<file path="config.mk">
export PLATFORM = sky130hd
export DESIGN_NAME = spfe_div
export DESIGN_NICKNAME = d
export VERILOG_FILES = /design/src/spfe_pkg.sv /design/src/spfe_div.sv
export SDC_FILE = /design/constraint.sdc
export NUM_CORES = 1
export LEC_CHECK = 0
export ABC_AREA = 1
export BUFFER_PORTS_ARGS = -buffer_cell sky130_fd_sc_hd__buf_2
export CAP_MARGIN = 10
export CORE_UTILIZATION = 50
export CTS_BUF_LIST = sky130_fd_sc_hd__clkbuf_2
export CTS_CLUSTER_DIAMETER = 50
export DETAILED_ROUTE_END_ITERATION = 12
export PLACE_DENSITY = 0.77
export SYNTH_ARGS = -nofsm -noshare
export SYNTH_HDL_FRONTEND = slang
export SYNTH_SLANG_ARGS = --single-unit
</file>
<file path="constraint.sdc">
create_clock -name clk_i -period 4.7 [get_ports clk_i]
set_clock_uncertainty 0.2 [all_clocks]
set_input_delay 0.235 -clock clk_i [delete_from_list [all_inputs] [get_ports clk_i]]
set_output_delay 0.235 -clock clk_i [all_outputs]
set_load 0.03 [all_outputs]
</file>
<file path="src/spfe_pkg.sv">
// Shared constants, codes and types of the softened potential field evaluator.
// No dependencies; every module of the block imports it.
`timescale 1ns / 1ps
`default_nettype none

package spfe_pkg;

  localparam int MAX_BODIES = 64;
  localparam int IDX_W      = $clog2(MAX_BODIES);

  localparam logic [1:0] CMD_CLEAR  = 2'd0;
  localparam logic [1:0] CMD_APPEND = 2'd1;
  localparam logic [1:0] CMD_EVAL   = 2'd2;

  localparam logic [1:0] STATUS_OK   = 2'd0;
  localparam logic [1:0] STATUS_FULL = 2'd1;
  localparam logic [1:0] STATUS_SAT  = 2'd2;

  localparam logic REG_COUPLING  = 1'b0;
  localparam logic REG_SOFTENING = 1'b1;

  localparam logic [23:0] COUPLING_RST  = 24'd3277;
  localparam logic [31:0] SOFTENING_RST = 32'd262144;

  localparam logic [47:0] MAG_LIMIT = 48'h8000_0000_0000;

  typedef struct packed {
    logic        valid;
    logic [31:0] x;
    logic [31:0] z;
    logic [31:0] mass;
  } body_t;

  typedef struct packed {
    logic start;
  } unit_ctrl_t;

  typedef struct packed {
    logic busy;
    logic done;
  } unit_stat_t;

endpackage

`default_nettype wire

</file>
<file path="src/spfe_div.sv">
// Restoring divider: 56-bit dividend by 32-bit nonzero divisor, one quotient
// bit per cycle. Depends on spfe_pkg.
`timescale 1ns / 1ps
`default_nettype none

module spfe_div
  import spfe_pkg::*;
(
  input  logic        clk_i,
  input  logic        rst_ni,
  input  unit_ctrl_t  ctrl_i,
  input  logic [55:0] dividend_i,
  input  logic [31:0] divisor_i,
  output unit_stat_t  stat_o,
  output logic [55:0] quot_o
);

  logic [55:0] dvd_q, dvd_d;
  logic [31:0] dvs_q, dvs_d;
  logic [31:0] rem_q, rem_d;
  logic [5:0]  cnt_q, cnt_d;
  logic        busy_q, busy_d, done_q, done_d;
  logic [32:0] rem_sh, diff;

  always_comb begin
    rem_sh = {rem_q, dvd_q[55]};
    diff   = rem_sh - {1'b0, dvs_q};
    dvd_d  = dvd_q;
    dvs_d  = dvs_q;
    rem_d  = rem_q;
    cnt_d  = cnt_q;
    busy_d = busy_q;
    done_d = 1'b0;
    if (ctrl_i.start) begin
      dvd_d  = dividend_i;
      dvs_d  = divisor_i;
      rem_d  = '0;
      cnt_d  = '0;
      busy_d = 1'b1;
    end else if (busy_q) begin
      // quotient bits shift in behind the dividend bits
      if (rem_sh >= {1'b0, dvs_q}) begin
        rem_d = diff[31:0];
        dvd_d = {dvd_q[54:0], 1'b1};
      end else begin
        rem_d = rem_sh[31:0];
        dvd_d = {dvd_q[54:0], 1'b0};
      end
      cnt_d = cnt_q + 6'd1;
      if (cnt_q == 6'd55) begin
        busy_d = 1'b0;
        done_d = 1'b1;
      end
    end
  end

  always_ff @(posedge clk_i or negedge rst_ni) begin
    if (!rst_ni) begin
      busy_q <= 1'b0;
      done_q <= 1'b0;
      cnt_q  <= '0;
    end else begin
      busy_q <= busy_d;
      done_q <= done_d;
      cnt_q  <= cnt_d;
    end
  end

  always_ff @(posedge clk_i) begin
    dvd_q <= dvd_d;
    dvs_q <= dvs_d;
    rem_q <= rem_d;
  end

  assign stat_o = '{busy: busy_q, done: done_q};
  assign quot_o = dvd_q;

endmodule

`default_nettype wire

</file>
==> results by group <==
Global routing
  • GRT overflow: 0
  • Global-route wire length before repair: 37,550 um
  • Vias in the first global route: 7,979
  • Largest net degree at the start of global routing: 64
  • Total track usage: 0.2971
  • Initial antenna violation count: 1

STA
  • Unrepaired setup endpoints after global routing: no
  • Slew HR: 0.3010
  • Setup TNS: 0 ns
  • Least-Margin Pin Slew: ~1.0 ns
  • Final Max Tran Viols: 0
  • Max Clock Freq: 0.3447 GHz
  • Fin crit share: 0.6173
  • Hold_ws: between 0.05 and 0.06 ns
  • Final Hold Fails: 0
  • Finish-stage setup viols: 0
  • Fin crit period: around 2.9 ns
  • Smallest setup slack after layout: 1.799 ns

Clock network
  • Bufs on Longest Clock Path: 2
  • Clk_lat worst skew: 0.76 ns
  • TritonCTS Sinks: about 130
  • Number of H-tree levels: 4
  • Clock Tree Root: clkbuf_2
  • TritonCTS Buffers: 17
  • Worst-path clk slew: between 0.2 and 0.25 ns
  • Resize count post-CTS: 0
  • CTS tree: built

Run
  • Number of max-cap violations: 0

Power
  • Sw Ratio: 0.4394
  • Final Total Pwr: 4.092 mW
  • Flop pwr share: 0.363
  • VDD IR max: 274.1 uV
  • Comb pwr share: 0.473
  • Internal power: roughly 2.3 mW
  • Power density over the cells: 395.7 mW/mm^2
  • Clock power share: 0.164
  • NetSw: around 1.8 mW
  • P_leak: 5.507 nW

Synthesis
  • Synthesized area: between 0.007 and 0.008 mm^2
  • Post-synth ARST share: 0.06250
  • Syn Nets: 1,220
  • Ys Warns: 0
  • Cell variety after synth: 36
  • Gate Count Post-Synth: 1,095
  • Main synth FF type: edfxtp_1
  • Cell taking the most area after synthesis: edfxtp_1
  • Post-synth EDFFs: 88
  • Number of synthesized register bits: about 130
  • Post-synth top area share: 0.3357
  • Syn_area_per_cell: 7.190 um^2
  • Sequential share of the synthesized area: 0.4425
  • Main area contributors after synthesis: edfxtp_1 34%, nand2_1 23%, inv_1 8.6%

Critical path
  • R2R depth: 16
  • Largest stage delay, worst path: just under 0.4 ns
  • Worst R2R Start: dvs_q[3]$_DFFE_PP_
  • Setup CP Type: reg -> reg
  • CP Capture Type: register
  • Worst-path cell chain: inv_1, ha_1, nand2_1, inv_1, nand2_1, nand2_1, nand2_1, nand3_2, nand2_1, nand2_1, nand2_2, buf_4, nand2_4, nand2_1, nand3_1, o21ai_1
  • Most frequent cell on the critical path: nand2_1
  • Critical Path Fanout Max: 34
  • Critical Path AT: about 3.3 ns
  • Worst r2r dst: rem_q[3]$_SDFFE_PP0P_
  • CP max stage cell: edfxtp_1
  • Reg2Reg Setup Slack: 1.80 ns
  • CP Launch Type: register
  • CP required: 5.14 ns

Drt
  • Uppermost layer routed: met4
  • Vias per cell: 4.940
  • ANT nets after route: 0
  • Routed wire per std cell: 14.47 um
  • Post-Route M1 WL: between 9000 and 10,000 um
  • TritonRoute pass-1 iters: 5
  • DR DRC count: 0
  • DR WL met3: between 1500 and 2000 um
  • Met2 routed WL: around 11,000 um
  • Drt total wl: 23,130 um
  • Vias: 7,899
  • Drt initial violations: around 530

Hold path
  • Hold Path End: dvs_q[1]$_DFFE_PP_
  • Hold Path Cell Cnt: 2
  • Hold Path Origin: divisor_i[1]
  • Worst min path class: in -> reg

Placement
  • Gpl congestion: 0.9789
  • Number of port buffers: approximately 150
  • Placed insts: approximately 1,400
  • Final HPWL DP: between 10,000 and 15,000 um
  • Post-place setup slack: 1.890 ns

Floorplan
  • Die Y: 127.5 um
  • I/O pins: 149
  • Die Wd: 127.5 um
  • Row count: between 40 and 50
  • Core area: between 0.015 and 0.02 mm^2
  • Die area: roughly 0.016 mm^2
  • Initial Util: 0.5159

Status
  • Status: complete, no violations

Final layout
  • Post-layout net count: 1,499
  • Final std cells w/o fill: 1,599
  • Share of layout cells above drive strength 1: 0.1456
  • P&R area growth vs syn: 31.37%
[state kept, by name (all words and copies together) (netlist names)]
register and flops:
busy_q 1, cnt_q 6, dvs_q 32, quot_o 56, rem_q 32, done_q 1
[worst max path at each step]
stage / cells past startpoint / start / endpoint
after floorplan: 3 / busy_q$_DFF_PN0_ / quot_o[0]$_DFFE_PP_
after global placement: 16 / dvs_q[4]$_DFFE_PP_ / rem_q[22]$_SDFFE_PP0P_
after detailed placement: 15 / dvs_q[29]$_DFFE_PP_ / rem_q[28]$_SDFFE_PP0P_
after CTS: 16 / dvs_q[8]$_DFFE_PP_ / rem_q[3]$_SDFFE_PP0P_
after global routing: 16 / dvs_q[4]$_DFFE_PP_ / rem_q[3]$_SDFFE_PP0P_
final: 16 / dvs_q[3]$_DFFE_PP_ / rem_q[3]$_SDFFE_PP0P_
[metrics by stage]
stage,utilization,instance area (um^2)
6_report,0.6778,10340
4_1_cts,0.6777,10340
2_1_floorplan,-,7873
3_3_place_gp,0.5746,8767
5_1_grt,0.6778,10340
3_5_place_dp,0.5746,8767
[critical path: cells and delay by family, from the launching register on]
| kind | cells | cell delay, ns |
|---|---|---|
| DFF | 1 | 0.39 |
| adders and majority gates | 1 | 0.36 |
| buffers and inverters | 3 | 0.47 |
| and+or+nand+nor | 11 | 1.26 |
| AOI/OAI and AO/OA | 1 | 0.10 |
[routing by layer]
| metal | global-route usage | vias up |
|---|---|---|
| met4 | 0.1408 | 0 |
| li1 | - | 3966 |
| met3 | 0.06240 | 66 |
| met1 | 0.3514 | 3541 |
| met2 | 0.5153 | 326 |
| met5 | 0 | - |
[power groups by stage]
stage	registers, mW	logic [mW]	clock network, mW
2_1_floorplan	1.58	1.33	0
3_3_place_gp	1.50	1.80	0
3_5_place_dp	1.50	1.82	0
4_1_cts	1.48	1.91	0.682
5_1_grt	1.50	2.19	0.723
6_report	1.49	1.94	0.670
[layout make-up]
type	count	area (um^2)
antenna	1	2.502
clock buffer	17	85.08
clock inverter	15	136.4
fill	1307	4916
inverter	184	690.7
multi-input combinational	754	3541
sequential	128	3483
tap	211	264.0
timing repair buffer	289	2140
[cell families after synthesis]
family,after synthesis,share of synthesized area
and+or+nand+nor,657,0.3444
adders and majority gates,34,0.05499
AOI/OAI and AO/OA,49,0.03449
buffers and inverters,213,0.1081
xor gates and xnor gates,14,0.01558
DFF,128,0.4425
[synthesized netlist by cell type (all sizes together), types with 2 or more instances]
| cell | n |
|---|---|
| nor3 | 5 |
| nor2 | 53 |
| xnor2 | 13 |
| inv | 182 |
| o21ai | 16 |
| a21oi | 24 |
| o21a | 2 |
| nand3 | 85 |
| clkbuf | 16 |
| ha | 33 |
| dfxtp | 32 |
| dfrtp | 8 |
| clkinv | 2 |
| buf | 13 |
| and2 | 3 |
| nand2 | 488 |
| edfxtp | 88 |
| o21bai | 3 |
| nand3b | 14 |
| nand4 | 8 |
| a31oi | 2 |
[cell usage in the layout (no fill, tap or decap), types with 2 or more instances in the layout]
| master | count |
|---|---|
| nand2_1 | 482 |
| inv_1 | 180 |
| buf_2 | 147 |
| dlygate4sd3_1 | 135 |
| edfxtp_1 | 88 |
| nand3_1 | 84 |
| nor2_1 | 46 |
| ha_1 | 33 |
| dfxtp_1 | 32 |
| a21oi_1 | 23 |
| clkbuf_2 | 17 |
| nand3b_1 | 14 |
| xnor2_1 | 13 |
| o21ai_1 | 10 |
| nand4_1 | 8 |
| dfrtp_1 | 8 |
| buf_4 | 7 |
| o21ai_0 | 6 |
| nor3_1 | 5 |
| nor2_2 | 5 |
| nand2_2 | 5 |
| inv_6 | 4 |
| o21bai_1 | 3 |
| clkinv_1 | 3 |
| and2_1 | 3 |
| clkinv_4 | 3 |
| clkinv_2 | 3 |
| inv_2 | 2 |
| nor2_4 | 2 |
| a31oi_1 | 2 |
| o21a_1 | 2 |
| clkinvlp_4 | 2 |
[repair_timing]
item                      CTS  global route
hold buffers              135             0
hold endpoints to repair  121             0
setup buffers               0             0
Note: power is estimated with default switching activity, not from simulation.
