<file path="src/spfe_pkg.sv">
// Shared constants, codes and types of the softened potential field evaluator.
// No dependencies; every module of the block imports it.
`timescale 1ns / 1ps
`default_nettype none

package spfe_pkg;

  localparam int MAX_BODIES = 64;
  localparam int IDX_W      = $clog2(MAX_BODIES);

  localparam logic [1:0] CMD_CLEAR  = 2'd0;
  localparam logic [1:0] CMD_APPEND = 2'd1;
  localparam logic [1:0] CMD_EVAL   = 2'd2;

  localparam logic [1:0] STATUS_OK   = 2'd0;
  localparam logic [1:0] STATUS_FULL = 2'd1;
  localparam logic [1:0] STATUS_SAT  = 2'd2;

  localparam logic REG_COUPLING  = 1'b0;
  localparam logic REG_SOFTENING = 1'b1;

  localparam logic [23:0] COUPLING_RST  = 24'd3277;
  localparam logic [31:0] SOFTENING_RST = 32'd262144;

  localparam logic [47:0] MAG_LIMIT = 48'h8000_0000_0000;

  typedef struct packed {
    logic        valid;
    logic [31:0] x;
    logic [31:0] z;
    logic [31:0] mass;
  } body_t;

  typedef struct packed {
    logic start;
  } unit_ctrl_t;

  typedef struct packed {
    logic busy;
    logic done;
  } unit_stat_t;

endpackage

`default_nettype wire

</file>
<file path="src/spfe_cell.sv">
// One storage cell of the body chain: holds a body and its valid bit.
// Depends on spfe_pkg.
`timescale 1ns / 1ps
`default_nettype none

module spfe_cell
  import spfe_pkg::*;
(
  input  logic  clk_i,
  input  logic  rst_ni,
  input  logic  shift_i,
  input  logic  clear_i,
  input  body_t body_i,
  output body_t body_o
);

  logic        valid_q;
  logic [31:0] x_q, z_q, mass_q;

  always_ff @(posedge clk_i or negedge rst_ni) begin
    if (!rst_ni) begin
      valid_q <= 1'b0;
    end else if (clear_i) begin
      valid_q <= 1'b0;
    end else if (shift_i) begin
      valid_q <= body_i.valid;
    end
  end

  // payload needs no reset
  always_ff @(posedge clk_i) begin
    if (shift_i) begin
      x_q    <= body_i.x;
      z_q    <= body_i.z;
      mass_q <= body_i.mass;
    end
  end

  assign body_o = '{valid: valid_q, x: x_q, z: z_q, mass: mass_q};

endmodule

`default_nettype wire

</file>
<file path="config.mk">
export PLATFORM = sky130hd
export DESIGN_NAME = spfe_cell
export DESIGN_NICKNAME = d
export VERILOG_FILES = /design/src/spfe_pkg.sv /design/src/spfe_cell.sv
export SDC_FILE = /design/constraint.sdc
export NUM_CORES = 1
export LEC_CHECK = 0
export BUFFER_PORTS_ARGS = -buffer_cell sky130_fd_sc_hd__buf_2
export CAP_MARGIN = 20
export CORE_MARGIN = 5
export CORE_UTILIZATION = 25
export DETAILED_ROUTE_END_ITERATION = 8
export GPL_TIMING_DRIVEN = 0
export SLEW_MARGIN = 25
export SYNTH_ARGS = -nofsm -noshare
export SYNTH_HDL_FRONTEND = slang
export SYNTH_SLANG_ARGS = --single-unit
</file>
<file path="constraint.sdc">
create_clock -name clk_i -period 0.8 [get_ports clk_i]
set_input_delay 0.2 -clock clk_i [delete_from_list [all_inputs] [get_ports clk_i]]
set_output_delay 0.2 -clock clk_i [all_outputs]
set_load 0.01 [all_outputs]
</file>
==> results of run 1 <==
==> kinds of logic after synthesis <==
family / count (synthesis) / synth area share
buf+inv: 1 / 0.00256
flops: 97 / 0.993
mux: 1 / 0.00342
simple gates: 1 / 0.00128
==> metrics by stage <==
stage / cell area, µm² / instances
floorplan: 2930 / 100
global placement: 4090 / 440
detailed placement: 4130 / 441
CTS: 4430 / 459
global route: 4450 / 460
finish: 4450 / 460
==> placed cells by master (no fill, tap or decap) <==
cell type | Yosys | final
dlygate4sd3_1 | 0 | 2
edfxtp_1 | 96 | 96
dfrtp_1 | 1 | 1
nor2_1 | 1 | 1
clkbuf_16 | 0 | 9
clkinv_2 | 0 | 3
buf_6 | 0 | 3
buf_2 | 0 | 193
buf_16 | 0 | 2
clkinv_1 | 0 | 2
clkbuf_1 | 0 | 2
mux2i_1 | 1 | 1
buf_4 | 1 | 1
buf_8 | 0 | 1
==> registers in the layout, indices dropped and copies added, names as in the netlist <==
signal / count
mass_q: 32
valid_q: 1
x_q: 32
z_q: 32
==> power by group through the flow <==
stage	clock network (mW)	logic, mW	registers (mW)
finish	3.73	1.01	6.12
global route	4.18	1.10	6.16
CTS	3.93	1.03	6.13
detailed placement	0	1.00	6.24
global placement	0	0.969	6.23
floorplan	0	0.00990	6.47
==> cell type report <==
class	count	area share
flip-flops and latches	97	0.653
repair buffers	202	0.246
clock buffers	11	0.0523
well taps	143	0.0402
clock inverters	5	0.00506
multi-input cells	2	0.00309
==> Yosys cell counts <==
| cell type | n |
|---|---|
| mux2i_1 | 1 |
| dfrtp_1 | 1 |
| nor2_1 | 1 |
| edfxtp_1 | 96 |
| buf_4 | 1 |
==> path summary, 6_finish.rpt <==
| check | startpoint | end | slack [ps] | cells past startpoint |
|---|---|---|---|---|
| worst min register to register | valid_q$_DFFE_PN0P_ | valid_q$_DFFE_PN0P_ | 660 | 3 |
| max in group asynchronous | rst_ni | valid_q$_DFFE_PN0P_ | 550 | 2 |
| worst min-delay path | body_i[51] | z_q[19]$_DFFE_PP_ | 30 | 1 |
| worst max-delay path | mass_q[3]$_DFFE_PP_ | body_o[3] | -290 | 1 |
| worst max register to register | valid_q$_DFFE_PN0P_ | valid_q$_DFFE_PN0P_ | -30 | 3 |
| min in group asynchronous | rst_ni | valid_q$_DFFE_PN0P_ | 160 | 2 |
==> routing by layer <==
metal	GRT usage	part of all wire
met1	0.110	0.36
met2	0.171	0.49
met3	0.0621	0.13
met4	0.0581	0.021
met5	0	0.0046
==> repair_timing <==
item / in CTS / in global routing
endpoints found under the hold margin: 2 / 0
endpoints found under the setup margin: 165 / 97
buffers inserted: 0 / 1
gates resized for setup: 3 / 2
hold buffers: 2 / 0
cloned: 1 / 0
==> results.md, run 1 <==
* Status: finished with violations
* Violated checks: setup timing
* Flop pwr share at 0.564
* Largest fanout on the critical path at 1
* Min Clock Period, post-route at 1090 ps
* Area contributors post-synth: edfxtp_1 (98%), dfrtp_1 (0.85%), mux2i_1 (0.34%)
* Initial Util at 0.255
* ANT cells at 0
* Logic gate share of total power at 0.093
* Root buf cell: clkbuf_16
* Cell taking the most area after synthesis: edfxtp_1
* Syn avg cell area at 29.3 µm²
* Insertion delay to the later sink of the worst-skew pair at 340 ps
* Slowest CP cell: edfxtp_1
* CP Class: flip-flop to primary output
* Worst Setup Slack, final at -286 ps
* H-tree depth at 3
* Yosys warnings at 0
* Fin Setup TNS at -23,450 ps
* Dpl ws at -399 ps
* Total Power at 10.9 mW
* Register Area at 0.00291 mm²
* Leak pwr at 1.91 nW
* Post-route ant nets at 0
* Int Power at 8.57 mW
* RSZ-0062 raised after global routing: true
* Routed WL at 7380 µm
* Row count at 39
* Nets at 413
* First-pass GRT wire length at 11,200 µm
* # fillers at 1,074
* Chip height at 118 µm
* Max Clk Rate at 0.921 GHz
* Vias per cell at 3.89
* Seq/Total Area, Yosys at 0.993
* Share of the synthesized area in the top cell type at 0.984
* Switching power at 2.29 mW
* Critical-path cell list: buf_2
* Worst Path Buf+Inv at 1
* Top delay family on crit path: flip-flops
* Worst ir drop on vdd at 1.20 mV
* Worst setup EP type: primary output
* Synth Cell Area at 0.00293 mm²
* CTS sink count at 97
* Largest net degree at the start of global routing at 35
* Layout cells sized above 1 at 0.669
* Hold slack final at 32.9 ps
* Final setup viols at 98
* Iteration-0 DRC Markers at 81
* GRT overflow at 0
* Area occupied by multi-input gates at 13.8 µm²
* Post-synthesis cell count at 100
* Tcrit/Tclk final at 1.36
* GRT Resource Usage Total at 0.107
* Max clock buf depth at 2
* Vias after detailed routing at 1,788
* Pwr Density at 2440 mW/mm²
* Switching Share at 0.211
* CP peak stage delay at 390 ps
* Final Hold Vio Count at 0
* Relative slew slack at 0.823
* Die footprint at 0.0140 mm²
* Reg clk slew, reported paths at 60 ps
* RePlAce Congestion at 0.725
* Synth cell types at 5
* Vias in the first global route at 1,998
* Core area at 0.0115 mm²
* Avg WL per Cell at 16.1 µm
* Core Util, Final at 0.388
* Startpoint Class: flip-flop
* CTS tree: built
* Register bit total from synthesis at 97
* Number of buffers created by CTS at 9
* First-pass detailed-route iteration total at 4
* Slew Limit Fails at 0
* DRC at 0
* Max-cap viol count at 0
* Worst slew pin tran at 266 ps
* Port buffer count at 197
* Post-Syn Nets at 201
* P&R area growth vs syn at 52.0%
* Initial antenna violation count at 3
* Clk_skew at 0 ps
* WP data arrival at 890 ps
* Die Width at 118 µm
* Clk pwr share at 0.343
* Worst Hold Class: input pin to flip-flop
* # IOs at 198
* Crit path required time at 600 ps
Power figures use the tool's default switching activity.
==> inputs of run 2 (changes only) <==
--- a/config.mk
+++ b/config.mk
@@ -5,12 +5,14 @@
 export SDC_FILE = /design/constraint.sdc
 export NUM_CORES = 1
 export LEC_CHECK = 0
+export ABC_AREA = 1
 export BUFFER_PORTS_ARGS = -buffer_cell sky130_fd_sc_hd__buf_2
 export CAP_MARGIN = 20
 export CORE_MARGIN = 5
-export CORE_UTILIZATION = 25
+export CORE_UTILIZATION = 37
 export DETAILED_ROUTE_END_ITERATION = 8
 export GPL_TIMING_DRIVEN = 0
+export PLACE_DENSITY = 0.75
 export SLEW_MARGIN = 25
 export SYNTH_ARGS = -nofsm -noshare
 export SYNTH_HDL_FRONTEND = slang
==> run 2 against run 1 <==
  * The run still ends with setup timing left
  * Clock skew stayed put
  * Final cell count shrank 8.9%
  * Combinational power about the same
  * First-iteration DRC count is 20% lower
  * Die area fell by 30%
  * Count of clock-buffer cells in the layout is the same
  * Register-to-register slack better by 70 ps
  * Worst hold slack worse by 3.3 ps
  * Synthesized cell count up 3.0%
  * Sequential power barely moved
==> results.md, run 2 <==
* Cell taking the most area after synthesis: edfxtp_1
* GRT Resource Usage Total at 0.131 (+0.0243)
* Root buf cell: clkbuf_8
* Worst Setup Slack, final at -278 ps (+7.82 ps)
* # IOs at 198 (unchanged)
* Status: finished with violations
* Vias after detailed routing at 1,773 (-0.84%)
* Reg clk slew, reported paths at 90 ps (+30 ps)
* Clk_skew at 0 ps (unchanged)
* Commonest non-fill, non-tap cell in the layout: buf_2
* Post-synthesis simple-gate area fraction at 0.00554 (+0.00426)
* Synth cell types at 7 (+2)
* Avg WL per Cell at 16.0 µm (-0.31%)
* Die Width at 99.1 µm (-16%)
* Total Power at 10.3 mW (-5.2%)
* Area contributors post-synth: edfxtp_1 (98%), dfrtp_1 (0.85%), buf_4 (0.26%)
* CP peak stage delay at 390 ps (about the same)
* P&R area growth vs syn at 47.6%
* Vias per cell at 4.23 (+8.9%)
* DRC at 0 (unchanged)
* Slowest CP cell: edfxtp_1
* Startpoint Class: flip-flop
* Layout cells sized above 1 at 0.669 (unchanged)
* Most frequent cells in the layout: buf_2 (194), edfxtp_1 (96), clkbuf_8 (9)
* Slew Limit Fails at 0 (unchanged)
* First-pass GRT wire length at 9720 µm (-14%)
* Number of buffers created by CTS at 9 (unchanged)
* Post-synthesis cell count at 103 (+3.0%)
* Worst setup EP type: primary output
* RePlAce Congestion at 0.731 (+0.90%)
* Yosys warnings at 0 (unchanged)
* Top flop regs: mass_q x32, x_q x32, z_q x32
* Synth cell count leaders: edfxtp_1 (96), nand2_1 (2)
* Routed WL at 6710 µm (-9.2%)
* Top_reg_cell synth: edfxtp_1
* Violated checks: setup timing
* Main combinational cell family by area after synthesis: simple AND/OR/NAND/NOR gates
* Iteration-0 DRC Markers at 65 (-20%)
* CTS tree: built
* Most instantiated library cell after synthesis: edfxtp_1
* Leak pwr at 1.88 nW (-1.6%)
* Worst Path Buf+Inv at 1 (unchanged)
* Pwr Density at 2380 mW/mm² (-2.6%)
* Register bit total from synthesis at 97 (unchanged)
* Chip height at 99.1 µm (-16%)
* Tcrit/Tclk final at 1.35 (-0.00977)
* Final Hold Vio Count at 0 (unchanged)
* XOR/XNOR Fraction of Synth Area at 0 (unchanged)
* Worst slew pin tran at 338 ps (+71.9 ps)
* Post-route ant nets at 0 (unchanged)
* Seq/Total Area, Yosys at 0.991 (-0.00212)
* Syn avg cell area at 28.5 µm² (-2.7%)
* Max Clk Rate at 0.928 GHz (+0.73%)
* H-tree depth at 3 (unchanged)
* Hold slack final at 29.6 ps (-3.29 ps)
* Relative slew slack at 0.775 (-0.0479)
* Worst ir drop on vdd at 1.19 mV (-0.52%)
* Fin Setup TNS at -23,920 ps (-473 ps)
* Worst Hold Class: input pin to flip-flop
* Final setup viols at 97 (-1.0%)
* Min Clock Period, post-route at 1080 ps (-7.82 ps)
* GRT overflow at 0 (unchanged)
* Ys async rst share at 0.0103 (unchanged)
* Post-Syn Nets at 204 (+1.5%)
* WP data arrival at 880 ps (about the same)
* Share of the synthesized area in the top cell type at 0.982 (-0.00210)
* Max-cap viol count at 0 (unchanged)
* Row count at 32 (-18%)
* Initial Util at 0.380 (+0.124)
* Nets at 415 (+0.48%)
* Largest net degree at the start of global routing at 57 (+63%)
* CP Class: flip-flop to primary output
* Top delay family on crit path: flip-flops
* Insertion delay to the later sink of the worst-skew pair at 330 ps (about the same)
* First-pass detailed-route iteration total at 4 (unchanged)
* Critical-path cell list: buf_2
* RSZ-0062 raised after global routing: true
* Core area at 0.00773 mm² (-33%)
* Synth Cell Area at 0.00294 mm² (+0.21%)
* Synth Area in Compound Gates at 0 (unchanged)
* ANT cells at 0 (unchanged)
* Die footprint at 0.00981 mm² (-30%)
* Initial antenna violation count at 0 (-3)
* Port buffer count at 197 (unchanged)
* Post-synthesis mux area share at 0 (-0.00342)
* CTS sink count at 97 (unchanged)
* Max clock buf depth at 2 (unchanged)
* Vias in the first global route at 1,881 (-5.9%)
* Largest fanout on the critical path at 1 (unchanged)
* Adder-cell share of the synthesized area at 0 (unchanged)
* Crit path required time at 600 ps (about the same)
* Post-synth EDFFs at 96 (unchanged)
run 2: cell count changes after synthesis:
cell,before,now
inv_1,0,1
nand3_1,0,1
nand2_1,0,2
mux2i_1,1,0
run 2: kinds of logic after synthesis:
| logic type | after synthesis |
|---|---|
| flops | 97 |
| buf+inv | 2 |
| simple gates | 4 |
run 2: final cells by class:
type                            instances  area (µm²)
Fill cell                             658        3390
Sequential cell                        97        2910
Timing Repair Buffer                  201        1080
Clock buffer                           11         131
Tap cell                              102         128
Clock inverter                          3        67.6
Multi-Input combinational cell          4        16.3
Inverter                                1        3.75
run 2: worst paths after layout:
check	startpoint	to	slack [ps]	cells after the start
max	z_q[9]$_DFFE_PP_	body_o[41]	-280	1
min reg2reg	valid_q$_DFFE_PN0P_	valid_q$_DFFE_PN0P_	630	3
min	body_i[33]	z_q[1]$_DFFE_PP_	30	1
min in group asynchronous	rst_ni	valid_q$_DFFE_PN0P_	180	2
max in group asynchronous	rst_ni	valid_q$_DFFE_PN0P_	530	2
max reg2reg	valid_q$_DFFE_PN0P_	valid_q$_DFFE_PN0P_	40	3
run 2: what timing repair did:
item | 4_1_cts | 5_1_grt
gates cloned | 0 | 1
hold buffers | 1 | 0
resized for setup | 3 | 2
hold endpoints to repair | 1 | 0
endpoints found under the setup margin | 153 | 104
buffers inserted | 1 | 0
run 2: per-stage QoR:
stage          setup slack, ps  utilization  std cells  area [µm²]
2_1_floorplan              114            -        103        2940
3_3_place_gp             -1270        0.524        402        4050
3_5_place_dp              -553        0.528        403        4080
4_1_cts                   -323        0.557        418        4300
5_1_grt                   -353        0.561        419        4330
6_report                  -278        0.561        419        4330
run 2: routing by layer:
| layer | part of all wire | vias to the layer above | wire, µm | track usage |
|---|---|---|---|---|
| li1 | - | 830 | - | - |
| met1 | 0.34 | 819 | 2300 | 0.138 |
| met2 | 0.52 | 115 | 3460 | 0.228 |
| met3 | 0.13 | 9 | 872 | 0.0616 |
| met4 | 0.012 | 0 | 78 | 0.0504 |
| met5 | 0 | - | 0 | 0 |
run 2: report_power, final:
group,internal (mW),switching [mW]
Sequential,6.02,0.0924
Combinational,0.465,0.523
Clock,1.73,1.47
