<file path="src/spfe_pkg.sv">
// Shared constants, codes and types of the softened potential field evaluator.
// No dependencies; every module of the block imports it.
`timescale 1ns / 1ps
`default_nettype none

package spfe_pkg;

  localparam int MAX_BODIES = 64;
  localparam int IDX_W      = $clog2(MAX_BODIES);

  localparam logic [1:0] CMD_CLEAR  = 2'd0;
  localparam logic [1:0] CMD_APPEND = 2'd1;
  localparam logic [1:0] CMD_EVAL   = 2'd2;

  localparam logic [1:0] STATUS_OK   = 2'd0;
  localparam logic [1:0] STATUS_FULL = 2'd1;
  localparam logic [1:0] STATUS_SAT  = 2'd2;

  localparam logic REG_COUPLING  = 1'b0;
  localparam logic REG_SOFTENING = 1'b1;

  localparam logic [23:0] COUPLING_RST  = 24'd3277;
  localparam logic [31:0] SOFTENING_RST = 32'd262144;

  localparam logic [47:0] MAG_LIMIT = 48'h8000_0000_0000;

  typedef struct packed {
    logic        valid;
    logic [31:0] x;
    logic [31:0] z;
    logic [31:0] mass;
  } body_t;

  typedef struct packed {
    logic start;
  } unit_ctrl_t;

  typedef struct packed {
    logic busy;
    logic done;
  } unit_stat_t;

endpackage

`default_nettype wire

</file>
<file path="src/spfe_sqrt.sv">
// Bit-serial integer square root: 64-bit radicand, 32-bit floor root,
// one root bit per cycle. Depends on spfe_pkg.
`timescale 1ns / 1ps
`default_nettype none

module spfe_sqrt
  import spfe_pkg::*;
(
  input  logic        clk_i,
  input  logic        rst_ni,
  input  unit_ctrl_t  ctrl_i,
  input  logic [63:0] rad_i,
  output unit_stat_t  stat_o,
  output logic [31:0] root_o
);

  logic [63:0] rad_q, rad_d;
  logic [33:0] rem_q, rem_d;
  logic [31:0] root_q, root_d;
  logic [5:0]  cnt_q, cnt_d;
  logic        busy_q, busy_d, done_q, done_d;
  logic [33:0] rem_sh, trial;

  always_comb begin
    rem_sh = {rem_q[31:0], rad_q[63:62]};
    trial  = {root_q, 2'b01};
    rad_d  = rad_q;
    rem_d  = rem_q;
    root_d = root_q;
    cnt_d  = cnt_q;
    busy_d = busy_q;
    done_d = 1'b0;
    if (ctrl_i.start) begin
      rad_d  = rad_i;
      rem_d  = '0;
      root_d = '0;
      cnt_d  = '0;
      busy_d = 1'b1;
    end else if (busy_q) begin
      rad_d = {rad_q[61:0], 2'b00};
      if (rem_sh >= trial) begin
        rem_d  = rem_sh - trial;
        root_d = {root_q[30:0], 1'b1};
      end else begin
        rem_d  = rem_sh;
        root_d = {root_q[30:0], 1'b0};
      end
      cnt_d = cnt_q + 6'd1;
      if (cnt_q == 6'd31) begin
        busy_d = 1'b0;
        done_d = 1'b1;
      end
    end
  end

  always_ff @(posedge clk_i or negedge rst_ni) begin
    if (!rst_ni) begin
      busy_q <= 1'b0;
      done_q <= 1'b0;
      cnt_q  <= '0;
    end else begin
      busy_q <= busy_d;
      done_q <= done_d;
      cnt_q  <= cnt_d;
    end
  end

  always_ff @(posedge clk_i) begin
    rad_q  <= rad_d;
    rem_q  <= rem_d;
    root_q <= root_d;
  end

  assign stat_o = '{busy: busy_q, done: done_q};
  assign root_o = root_q;

endmodule

`default_nettype wire

</file>
<file path="config.mk">
export PLATFORM = sky130hd
export DESIGN_NAME = spfe_sqrt
export DESIGN_NICKNAME = d
export VERILOG_FILES = /design/src/spfe_pkg.sv /design/src/spfe_sqrt.sv
export SDC_FILE = /design/constraint.sdc
export NUM_CORES = 1
export LEC_CHECK = 0
export BUFFER_PORTS_ARGS = -buffer_cell sky130_fd_sc_hd__buf_2
export CELL_PAD_IN_SITES_DETAIL_PLACEMENT = 1
export CELL_PAD_IN_SITES_GLOBAL_PLACEMENT = 2
export CORE_UTILIZATION = 34
export DETAILED_ROUTE_END_ITERATION = 10
export GPL_ROUTABILITY_DRIVEN = 1
export GPL_TIMING_DRIVEN = 0
export PLACE_DENSITY = 0.77
export RECOVER_POWER = 50
export SYNTH_ARGS = -nofsm -noshare
export SYNTH_HDL_FRONTEND = slang
export SYNTH_SLANG_ARGS = --single-unit
</file>
<file path="constraint.sdc">
create_clock -name clk_i -period 2.7 [get_ports clk_i]
set_input_delay 0.27 -clock clk_i [delete_from_list [all_inputs] [get_ports clk_i]]
set_output_delay 0.27 -clock clk_i [all_outputs]
set_load 0.005 [all_outputs]
</file>
==> qor.txt, run 1 <==
Area Overhead vs Synth - 35.7%
CTS root buffer - sky130_fd_sc_hd__clkbuf_16
I/O pin cnt - 101
Placed Cells incl. Taps - 1146
Worst Hold Path EP - rad_q[51]
Min-Delay Path Class - in2reg
part of the power in combinational logic - 58.6%
max-slew violations - 0
Peak VDD IR - 0.000545 V
die width - 154 um
source of the critical timing path - root_o[9]
share of synthesized registers carrying an async set or reset - 5.88%
Synth area leader - sky130_fd_sc_hd__edfxtp_1
# rows - 55
remaining number of nets flagged by the antenna check after routing - 0
number of maximum-capacitance violations - 0
global router's overall resource usage - 19.8%
portion of synthesized cell area occupied by the leading cell type - 24.6%
number of iterations in the first detailed-routing pass - 4
syn avg cell area - 10.3 sq um
portion of total power attributed to sequential cells - 21.4%
top achievable clock speed - 355 MHz
antenna diode count - 0
number of synthesized flops with an enable pin - 64
Critical Path AT - 3.14 ns
post-route DRC violation count - 0
drt first-iter violations - 201
pre-CTS worst setup slack - -0.561 ns
largest clock skew in the final design - 0.0146 ns
failing checks - negative setup slack
setup TNS after final layout - -0.497 ns
Syn Inst Count - 761
Net Count, Synth - 863
Data required, critical path - 3.02 ns
vias in the first global route - 6790
count of buffers inserted at the top-level ports - 99
Clock Tree Buf Depth - 2
clock-pin transition on the worst setup and hold timing paths - 0.07 ns
maximum number of pins on one net before global-route repair - 38
headroom to the max-slew limit - 34.8%
# fillers - 2487
top area cells in the synthesized netlist - sky130_fd_sc_hd__edfxtp_1, sky130_fd_sc_hd__dfxtp_1, sky130_fd_sc_hd__mux2_2
switching share of power - 37.7%
reg-to-reg critical path endpoint - rem_q[13]
leading register cell type out of synthesis - sky130_fd_sc_hd__edfxtp_1
total non-filler cell area in the finished layout - 10600 sq um
most instantiated library cell after synthesis - sky130_fd_sc_hd__nor2_1
routability cong. - 0.764
maximum net fanout on the critical path - 8
hold slack - 0.133 ns
reg2reg start - root_o[9]
clock buffer count from CTS - 17
portion of the post-synthesis area used by sequential elements - 43.5%
starting density of the core - 34.7%
clock share of power - 20.0%
final-stage net count - 1042
Die Height - 154 um
Mapped Area - 7820 sq um
cell-by-cell trace of the critical path - inv_1, ha_4, nand4_1, or4_4, nor3_4, nor4_2, nand3_2, nand2_8, buf_6, buf_6, clkbuf_16, mux2i_1, a211oi_1
share of cells above drive strength 1 - 43.0%
Via-to-Cell Ratio - 5.18
number of failing hold endpoints at the final stage - 0
period utilisation layout - 104%
Clock H-tree levels - 4
number of synthesized register bits - 136
Buf/Inv on CP - 4
critical path class - reg2reg
origin of the worst min-delay path - rad_i[51]
final setup margin - -0.117 ns
Period minus WS final - 2.82 ns
Placeable Area - 22600 sq um
footprint of the flip-flops and latches - 3440 sq um
setup slack, reg-to-reg - -0.12 ns
slew at the pin closest to its max-slew limit - 0.978 ns
RSZ-0062 raised after global routing - yes
post-detailed-routing wire length - 23200 um
worst-case reg-to-reg path depth - 13
Final setup viols - 7
global route total overflow - 0
Worst path max stage delay - 0.59 ns
synth unique cells - 73
final cell count without fillers - 1238
most prevalent standard cell on the critical path - sky130_fd_sc_hd__buf_6
antenna violations before repair - 0
Hold Path Cell Cnt - 2
Yosys warning total - 0
most frequent cells after synthesis - sky130_fd_sc_hd__nor2_1, sky130_fd_sc_hd__dfxtp_1, sky130_fd_sc_hd__edfxtp_1, sky130_fd_sc_hd__mux2_2, sky130_fd_sc_hd__mux2i_1
TritonCTS clock tree - done
dominant delay contributor by cell family on the critical path - simple AND/OR/NAND/NOR gates
post-detailed-route wirelength per cell - 18.7 um
total number of clock tree sinks - 136
cell-internal power - 7.84 mW
area enclosed by the die boundary - 23600 sq um
startpoint type of the worst setup path - flop
number of vias in the routed layout - 6412
switching power - 4.75 mW
detailed placement HPWL - 15500 um
power density of the placed cells - 1190 nW/um^2
run status - finished, violations left
insertion delay of the later-clocked pin in the worst-skew pair - 0.43 ns
slowest CP cell - sky130_fd_sc_hd__or4_4
area of the multi-input gates - 4620 sq um
global-route wire length before repair - 36400 um
nature of the critical path endpoint - flop
leakage - 4.61 nW
placed cell areas - 8750 sq um
[cells in the final DEF (no fill, tap or decap), types with 8 or more instances in the layout]
cell type                   instances
sky130_fd_sc_hd__mux2i_1           53
sky130_fd_sc_hd__edfxtp_1          64
sky130_fd_sc_hd__inv_1             28
sky130_fd_sc_hd__nor2_1            95
sky130_fd_sc_hd__buf_2             98
sky130_fd_sc_hd__nand2_1           37
sky130_fd_sc_hd__dfxtp_1           34
sky130_fd_sc_hd__ha_4              21
sky130_fd_sc_hd__buf_6             10
sky130_fd_sc_hd__nand4_1           11
sky130_fd_sc_hd__a21oi_1           26
sky130_fd_sc_hd__clkbuf_16         20
sky130_fd_sc_hd__xnor2_1           17
sky130_fd_sc_hd__a211oi_1          16
sky130_fd_sc_hd__clkbuf_1          18
sky130_fd_sc_hd__buf_4             60
sky130_fd_sc_hd__inv_2             14
sky130_fd_sc_hd__mux2_2            63
sky130_fd_sc_hd__a21o_1            13
sky130_fd_sc_hd__ha_1              13
sky130_fd_sc_hd__dfxtp_2           29
sky130_fd_sc_hd__dfrtp_1            8
sky130_fd_sc_hd__nor3_1            10
sky130_fd_sc_hd__o21ai_0           10
[how the worst max path moves through the flow]
stage	end	slack [ns]	cells past startpoint
5_1_grt	rem_q[13]	-0.21	14
3_3_place_gp	rad_q[47]	-0.63	5
6_report	rem_q[13]	-0.12	13
4_1_cts	rem_q[23]	-0.13	11
3_5_place_dp	rem_q[8]	-0.56	12
2_1_floorplan	rem_q[27]	-0.08	11
[cells by family after synthesis]
kind of cell / Yosys count / synth area share (%)
simple gates: 213 / 12.9
compound gates: 141 / 13.0
flops: 136 / 43.5
mux: 121 / 16.5
buf+inv: 89 / 5.58
fa+ha+maj: 35 / 5.60
xor+xnor: 26 / 2.91
[cell type report]
cell class	count	area share, %
buffer	41	2.96
clock buffer	17	4.01
clock inverter	15	1.89
inverter	42	1.49
multi-input combinational	536	43.5
sequential	136	32.4
tap	285	3.36
timing repair buffer	166	10.3
[sequential cells by signal, summed over array words and instances, names as in the netlist]
name and cells:
root_o 32, done_q 1, rad_q 64, rem_q 32
cnt_q 6, busy_q 1
[through the flow]
step,total power [mW],util [%]
after floorplan,6.35,-
after global placement,7.43,38.7
after detailed placement,7.49,38.8
after CTS,11.2,44.6
after global routing,13.3,47.0
final,12.6,47.0
[worst reg2reg max path, stage by stage, from the launching register on]
cell                        delay (ns)
sky130_fd_sc_hd__dfxtp_2          0.34
sky130_fd_sc_hd__inv_1            0.07
sky130_fd_sc_hd__ha_4             0.30
sky130_fd_sc_hd__nand4_1          0.12
sky130_fd_sc_hd__or4_4            0.59
sky130_fd_sc_hd__nor3_4           0.18
sky130_fd_sc_hd__nor4_2           0.07
sky130_fd_sc_hd__nand3_2          0.14
sky130_fd_sc_hd__nand2_8          0.12
sky130_fd_sc_hd__buf_6            0.15
sky130_fd_sc_hd__buf_6            0.11
sky130_fd_sc_hd__clkbuf_16        0.15
sky130_fd_sc_hd__mux2i_1          0.13
sky130_fd_sc_hd__a211oi_1         0.25
[what timing repair did]
action,in CTS,in global routing
gates resized for setup,93,68
setup buffers,38,25
pin swaps,38,38
endpoints found under the hold margin,8,0
gates cloned,1,3
setup endpoints to repair,33,32
hold buffers,1,0
[routing by layer]
metal	part of all wire [%]	routed length (um)	GRT usage, %	vias to the layer above
met5	0	0	0	-
met3	5.1	1190	5.07	22
li1	-	-	-	3118
met1	45	10500	24.4	3141
met2	48	11200	33.7	131
met4	1.5	342	6.05	0
[power by group through the flow]
stage	Combinational [mW]	Sequential, mW	Clock (mW)
6_report	7.37	2.69	2.52
5_1_grt	7.90	2.73	2.65
3_5_place_dp	4.81	2.68	0
4_1_cts	5.94	2.67	2.57
3_3_place_gp	4.76	2.67	0
2_1_floorplan	3.74	2.61	0
Note: power is estimated with default switching activity, not from simulation.
==> inputs of run 2 (changes only) <==
==> constraint.sdc (replaced) <==
create_clock -name clk_i -period 2.42 [get_ports clk_i]
set_input_delay 0.242 -clock clk_i [delete_from_list [all_inputs] [get_ports clk_i]]
set_output_delay 0.242 -clock clk_i [all_outputs]
set_load 0.005 [all_outputs]
==> run 2 against run 1 <==
  * The flow still finishes with violations (negative setup slack)
  * Sequential power rose by 11%
  * First-iteration DRC count fell by 1.5%
  * Die area is the same
  * Utilization about the same
  * Final area increased by 0.11%
  * Setup slack got worse by 0.30 ns
  * Via count is 0.20% lower
  * Final cell count stayed put
  * Register-to-register slack lost 0.30 ns
  * Clock skew is 0.0023 ns lower
  * Clock power up 8.3%
  * Critical path type unchanged
  * Largest power group unchanged
==> qor.txt, run 2 (synthesized netlist as in run 1, its figures left out) <==
run status - finished, violations left
failing checks - negative setup slack
Hold Path Cell Cnt - 2
leakage - 4.62 nW
post-route DRC violation count - 0
Peak VDD IR - 0.000591 V
routability cong. - 0.812
total number of clock tree sinks - 136
slowest CP cell - sky130_fd_sc_hd__or4_4
die width - 154 um
maximum number of pins on one net before global-route repair - 34
RSZ-0062 raised after global routing - yes
# rows - 55
Data required, critical path - 2.77 ns
dominant delay contributor by cell family on the critical path - simple AND/OR/NAND/NOR gates
maximum net fanout on the critical path - 7
origin of the worst min-delay path - rad_i[1]
switching share of power - 38.1%
cell-internal power - 8.61 mW
vias in the first global route - 6690
reg-to-reg critical path endpoint - rem_q[27]
period utilisation layout - 117%
clock-pin transition on the worst setup and hold timing paths - 0.07 ns
pre-CTS worst setup slack - -0.715 ns
number of vias in the routed layout - 6399
cell-by-cell trace of the critical path - inv_2, ha_4, buf_6, nand4_1, or4_4, nor3_4, nor4_2, nand3_2, nand2_4, or4_4, a311oi_2
Period minus WS final - 2.84 ns
Largest register FFs - 64
area enclosed by the die boundary - 23600 sq um
max-slew violations - 0
clock share of power - 19.6%
Final setup viols - 33
final-stage net count - 1042
starting density of the core - 34.7%
Buf/Inv on CP - 2
area of the multi-input gates - 4600 sq um
I/O pin cnt - 101
footprint of the flip-flops and latches - 3450 sq um
setup TNS after final layout - -9.27 ns
critical path class - reg2reg
slew at the pin closest to its max-slew limit - 0.900 ns
number of iterations in the first detailed-routing pass - 4
most prevalent standard cell on the critical path - sky130_fd_sc_hd__or4_4
count of buffers inserted at the top-level ports - 99
Die Height - 154 um
most common library cell in the layout ignoring fill and taps - sky130_fd_sc_hd__buf_2
drt first-iter violations - 198
# fillers - 2490
global router's overall resource usage - 19.8%
Finished Core Util - 47.1%
Area Overhead vs Synth - 35.8%
global-route wire length before repair - 36200 um
Worst Hold Path EP - rad_q[1]
Clock Tree Buf Depth - 2
final cell count without fillers - 1238
Clock H-tree levels - 4
Min-Delay Path Class - in2reg
Via-to-Cell Ratio - 5.17
global route total overflow - 0
share of cells above drive strength 1 - 43.0%
top achievable clock speed - 352 MHz
part of the power in combinational logic - 59.0%
CTS root buffer - sky130_fd_sc_hd__clkbuf_16
switching power - 5.31 mW
antenna diode count - 0
insertion delay of the later-clocked pin in the worst-skew pair - 0.44 ns
post-detailed-routing wire length - 23100 um
Final Total Pwr - 13.9 mW
nature of the critical path endpoint - flop
setup slack, reg-to-reg - -0.42 ns
largest reg by FF count - rad_q
final setup margin - -0.419 ns
detailed placement HPWL - 15300 um
number of maximum-capacitance violations - 0
number of failing hold endpoints at the final stage - 0
Critical Path AT - 3.19 ns
post-detailed-route wirelength per cell - 18.7 um
commonest cells after routing, fill and taps aside - sky130_fd_sc_hd__buf_2, sky130_fd_sc_hd__nor2_1, sky130_fd_sc_hd__edfxtp_1
largest clock skew in the final design - 0.0122 ns
power density of the placed cells - 1310 nW/um^2
Placeable Area - 22600 sq um
worst-case reg-to-reg path depth - 11
reg2reg start - root_o[17]
Worst path max stage delay - 0.57 ns
portion of total power attributed to sequential cells - 21.4%
remaining number of nets flagged by the antenna check after routing - 0
startpoint type of the worst setup path - flop
antenna violations before repair - 1
Placed Cells incl. Taps - 1146
clock buffer count from CTS - 17
TritonCTS clock tree - done
headroom to the max-slew limit - 40.0%
## run 2: cell types whose count changed in the layout (fill, tap and decap cells not counted), sizes merged
cell,delta
buf,+2
clkbuf,-2
clkinv,-2
clkinvlp,+2
bufinv,-1
inv,+1
## run 2: per-layer routing
metal	vias up	global-route usage, %	wire, um
met5	-	0	13
met4	2	5.71	262
met3	26	5.07	1130
met2	128	32.9	11200
met1	3121	25.2	10500
li1	3122	-	-
## run 2: power groups by stage
stage          Sequential, mW  Clock, mW  Combinational [mW]
3_3_place_gp             2.99          0                5.48
6_report                 2.99       2.73                8.21
5_1_grt                  3.02       2.88                8.79
2_1_floorplan            2.92          0                4.30
3_5_place_dp             2.99          0                5.52
4_1_cts                  2.96       2.78                7.45
## run 2: metrics by stage
step,hold WS [ns],area (sq um)
2_1_floorplan,-0.0536,7970
3_3_place_gp,0.100,8830
3_5_place_dp,0.0960,8850
4_1_cts,0.0777,10200
5_1_grt,0.0848,10600
6_report,0.0910,10600
## run 2: worst max path at each step
stage	start	to	slack, ns	cells past startpoint
final	root_o[17]	rem_q[27]	-0.42	11
after global routing	root_o[17]	rem_q[27]	-0.52	11
after CTS	root_o[6]	rem_q[23]	-0.43	11
after detailed placement	root_o[1]	rem_q[27]	-0.72	10
after global placement	ctrl_i	rad_q[3]	-0.85	5
after floorplan	root_o[6]	rem_q[27]	-0.35	11
## run 2: layout make-up
cell class                 count  share of cell area, %
tap                          285                   3.36
clock inverter                15                   1.61
buffer                        39                   2.72
sequential                   136                   32.4
timing repair buffer         168                   11.0
clock buffer                  17                   4.00
inverter                      42                   1.48
multi-input combinational    536                   43.3
## run 2: what timing repair did
item                       4_1_cts  5_1_grt
gates cloned                     3        2
hold buffers                     1        0
buffers inserted                38       24
pin swaps                       42       32
hold endpoints to repair         8        0
resized for setup               78       66
setup endpoints to repair       33       33
==> inputs of run 3 (changes only) <==
--- a/config.mk
+++ b/config.mk
@@ -17,3 +17,4 @@
 export SYNTH_ARGS = -nofsm -noshare
 export SYNTH_HDL_FRONTEND = slang
 export SYNTH_SLANG_ARGS = --single-unit
+export TNS_END_PERCENT = 10
==> constraint.sdc (replaced) <==
create_clock -name clk_i -period 2.42 [get_ports clk_i]
set_input_delay 0.363 -clock clk_i [delete_from_list [all_inputs] [get_ports clk_i]]
set_output_delay 0.363 -clock clk_i [all_outputs]
set_load 0.005 [all_outputs]
==> run 3 against run 2 <==
  * The run still ends with negative setup slack left
  * Non-clock buffer count shrank 26
  * Global-route usage shrank 0.28 points
  * Clock power shrank 2%
  * Setup slack gained 0.018 ns
  * Sequential power is essentially flat
  * Highest routed layer unchanged
  * Worst hold slack gained 0.12 ns
  * Critical path type unchanged
  * Maximum frequency grew 0.64%
  * Flip-flop and latch count is the same
  * First-iteration DRC count grew 5.6%
  * Clock skew shrank 0.0015 ns
==> qor.txt, run 3 (synthesized netlist as in run 1, its figures left out) <==
count of buffers inserted at the top-level ports - 99
number of maximum-capacitance violations - 0
number of failing hold endpoints at the final stage - 0
Area Overhead vs Synth - 28.5%
Peak VDD IR - 0.000514 V
vias in the first global route - 6700
Critical Path AT - 3.17 ns
Final setup viols - 33
post-route DRC violation count - 0
Data required, critical path - 2.76 ns
run status - finished, violations left
slew at the pin closest to its max-slew limit - 0.869 ns
leakage - 4.34 nW
CTS root buffer - sky130_fd_sc_hd__clkbuf_16
post-detailed-route wirelength per cell - 18.2 um
clock-pin transition on the worst setup and hold timing paths - 0.07 ns
Worst path max stage delay - 0.53 ns
clock share of power - 21.4%
power density of the placed cells - 1240 nW/um^2
cell-by-cell trace of the critical path - inv_1, ha_1, clkbuf_8, o311a_1, and2_4, o41a_4, or4b_1, a31o_1, a311oi_2
most common library cell in the layout ignoring fill and taps - sky130_fd_sc_hd__nor2_1
drt first-iter violations - 209
switching power - 4.83 mW
global-route wire length before repair - 35900 um
share of cells above drive strength 1 - 36.9%
top achievable clock speed - 355 MHz
portion of total power attributed to sequential cells - 23.9%
critical path class - reg2reg
total number of clock tree sinks - 136
final setup margin - -0.400 ns
startpoint type of the worst setup path - flop
area enclosed by the die boundary - 23600 sq um
Period minus WS final - 2.82 ns
cell-internal power - 7.62 mW
maximum net fanout on the critical path - 7
number of iterations in the first detailed-routing pass - 4
nature of the critical path endpoint - flop
Largest register FFs - 64
pre-CTS worst setup slack - -0.713 ns
global route total overflow - 0
I/O pin cnt - 101
remaining number of nets flagged by the antenna check after routing - 0
# fillers - 2538
Die Height - 154 um
hold slack - 0.215 ns
routability cong. - 0.809
post-detailed-routing wire length - 22100 um
Clock Tree Buf Depth - 2
insertion delay of the later-clocked pin in the worst-skew pair - 0.43 ns
antenna violations before repair - 1
# rows - 55
maximum number of pins on one net before global-route repair - 34
part of the power in combinational logic - 54.7%
TritonCTS clock tree - done
clock buffer count from CTS - 17
failing checks - negative setup slack
slowest CP cell - sky130_fd_sc_hd__or4b_1
Final Total Pwr - 12.5 mW
max-slew violations - 0
Clock H-tree levels - 4
detailed placement HPWL - 15400 um
largest reg by FF count - rad_q
largest clock skew in the final design - 0.0107 ns
RSZ-0062 raised after global routing - yes
antenna diode count - 0
Via-to-Cell Ratio - 5.13
commonest cells after routing, fill and taps aside - sky130_fd_sc_hd__nor2_1, sky130_fd_sc_hd__buf_2, sky130_fd_sc_hd__edfxtp_1
switching share of power - 38.8%
number of vias in the routed layout - 6222
Min-Delay Path Class - in2reg
headroom to the max-slew limit - 42.1%
starting density of the core - 34.7%
final-stage net count - 1016
Placeable Area - 22600 sq um
die width - 154 um
global router's overall resource usage - 19.5%
period utilisation layout - 117%
run 3: cell count changes in the layout (fill, tap and decap cells not counted), sizes merged:
cell,change
clkinvlp,-1
clkbuf,+11
buf,-37
inv,-2
clkinv,+4
bufinv,-1
run 3: power groups by stage:
stage / clock network, mW / registers, mW / logic [mW]
5_1_grt: 2.82 / 3.01 / 7.39
2_1_floorplan: 0 / 2.92 / 4.30
3_5_place_dp: 0 / 3.00 / 5.52
4_1_cts: 2.73 / 2.97 / 6.54
3_3_place_gp: 0 / 2.99 / 5.48
6_report: 2.67 / 2.97 / 6.81
run 3: final timing paths:
check,start,endpoint,slack [ns],cells after the start
setup / recovery,root_o[15],rem_q[23],-0.40,9
hold reg to reg,rem_q[7],rem_q[7],0.51,2
min in group asynchronous,rst_ni,busy_q,0.40,2
max in group asynchronous,rst_ni,done_q,1.71,2
hold / removal,rad_i[0],rad_q[0],0.22,2
setup reg to reg,root_o[15],rem_q[23],-0.40,9
run 3: stage by stage:
| stage | instance area (sq um) | utilization (%) | setup TNS [ns] | std cells |
|---|---|---|---|---|
| floorplan | 7970 | - | -6.37 | 761 |
| global placement | 8830 | 39.1 | -77.60 | 1145 |
| detailed placement | 8850 | 39.2 | -14.77 | 1146 |
| CTS | 9950 | 44.1 | -7.22 | 1208 |
| global route | 10000 | 44.5 | -12.36 | 1212 |
| finish | 10000 | 44.5 | -7.68 | 1212 |
run 3: final cells by class:
cell class                      instances  area [sq um]  share of cell area [%]
Buffer                                 46           362                    3.60
Clock buffer                           17           425                    4.23
Clock inverter                         15           179                    1.78
Inverter                               42           158                    1.57
Multi-Input combinational cell        536          4340                    43.2
Sequential cell                       136          3430                    34.2
Tap cell                              285           357                    3.55
Timing Repair Buffer                  135           795                    7.91
run 3: what timing repair did:
action,in CTS,in global routing
pin swaps,25,17
gates resized for setup,58,32
hold buffers,1,0
endpoints found under the hold margin,8,0
setup endpoints to repair,33,33
cloned,1,0
setup buffers,29,4
run 3: critical path, delay by kind of cell (launching register included):
family,cells,cell delay (ns)
simple gates,2,0.68
compound gates,4,1.26
buf+inv,2,0.19
flops,1,0.33
fa+ha+maj,1,0.28
run 3: layer usage:
metal / routed length [um] / part of all wire, % / global-route usage [%] / up-vias
met5: 17 / 0.077 / 0 / -
met4: 237 / 1.1 / 5.05 / 2
met3: 984 / 4.5 / 4.85 / 21
met2: 10600 / 48 / 33.4 / 107
met1: 10300 / 47 / 24.3 / 3038
li1: - / - / - / 3054
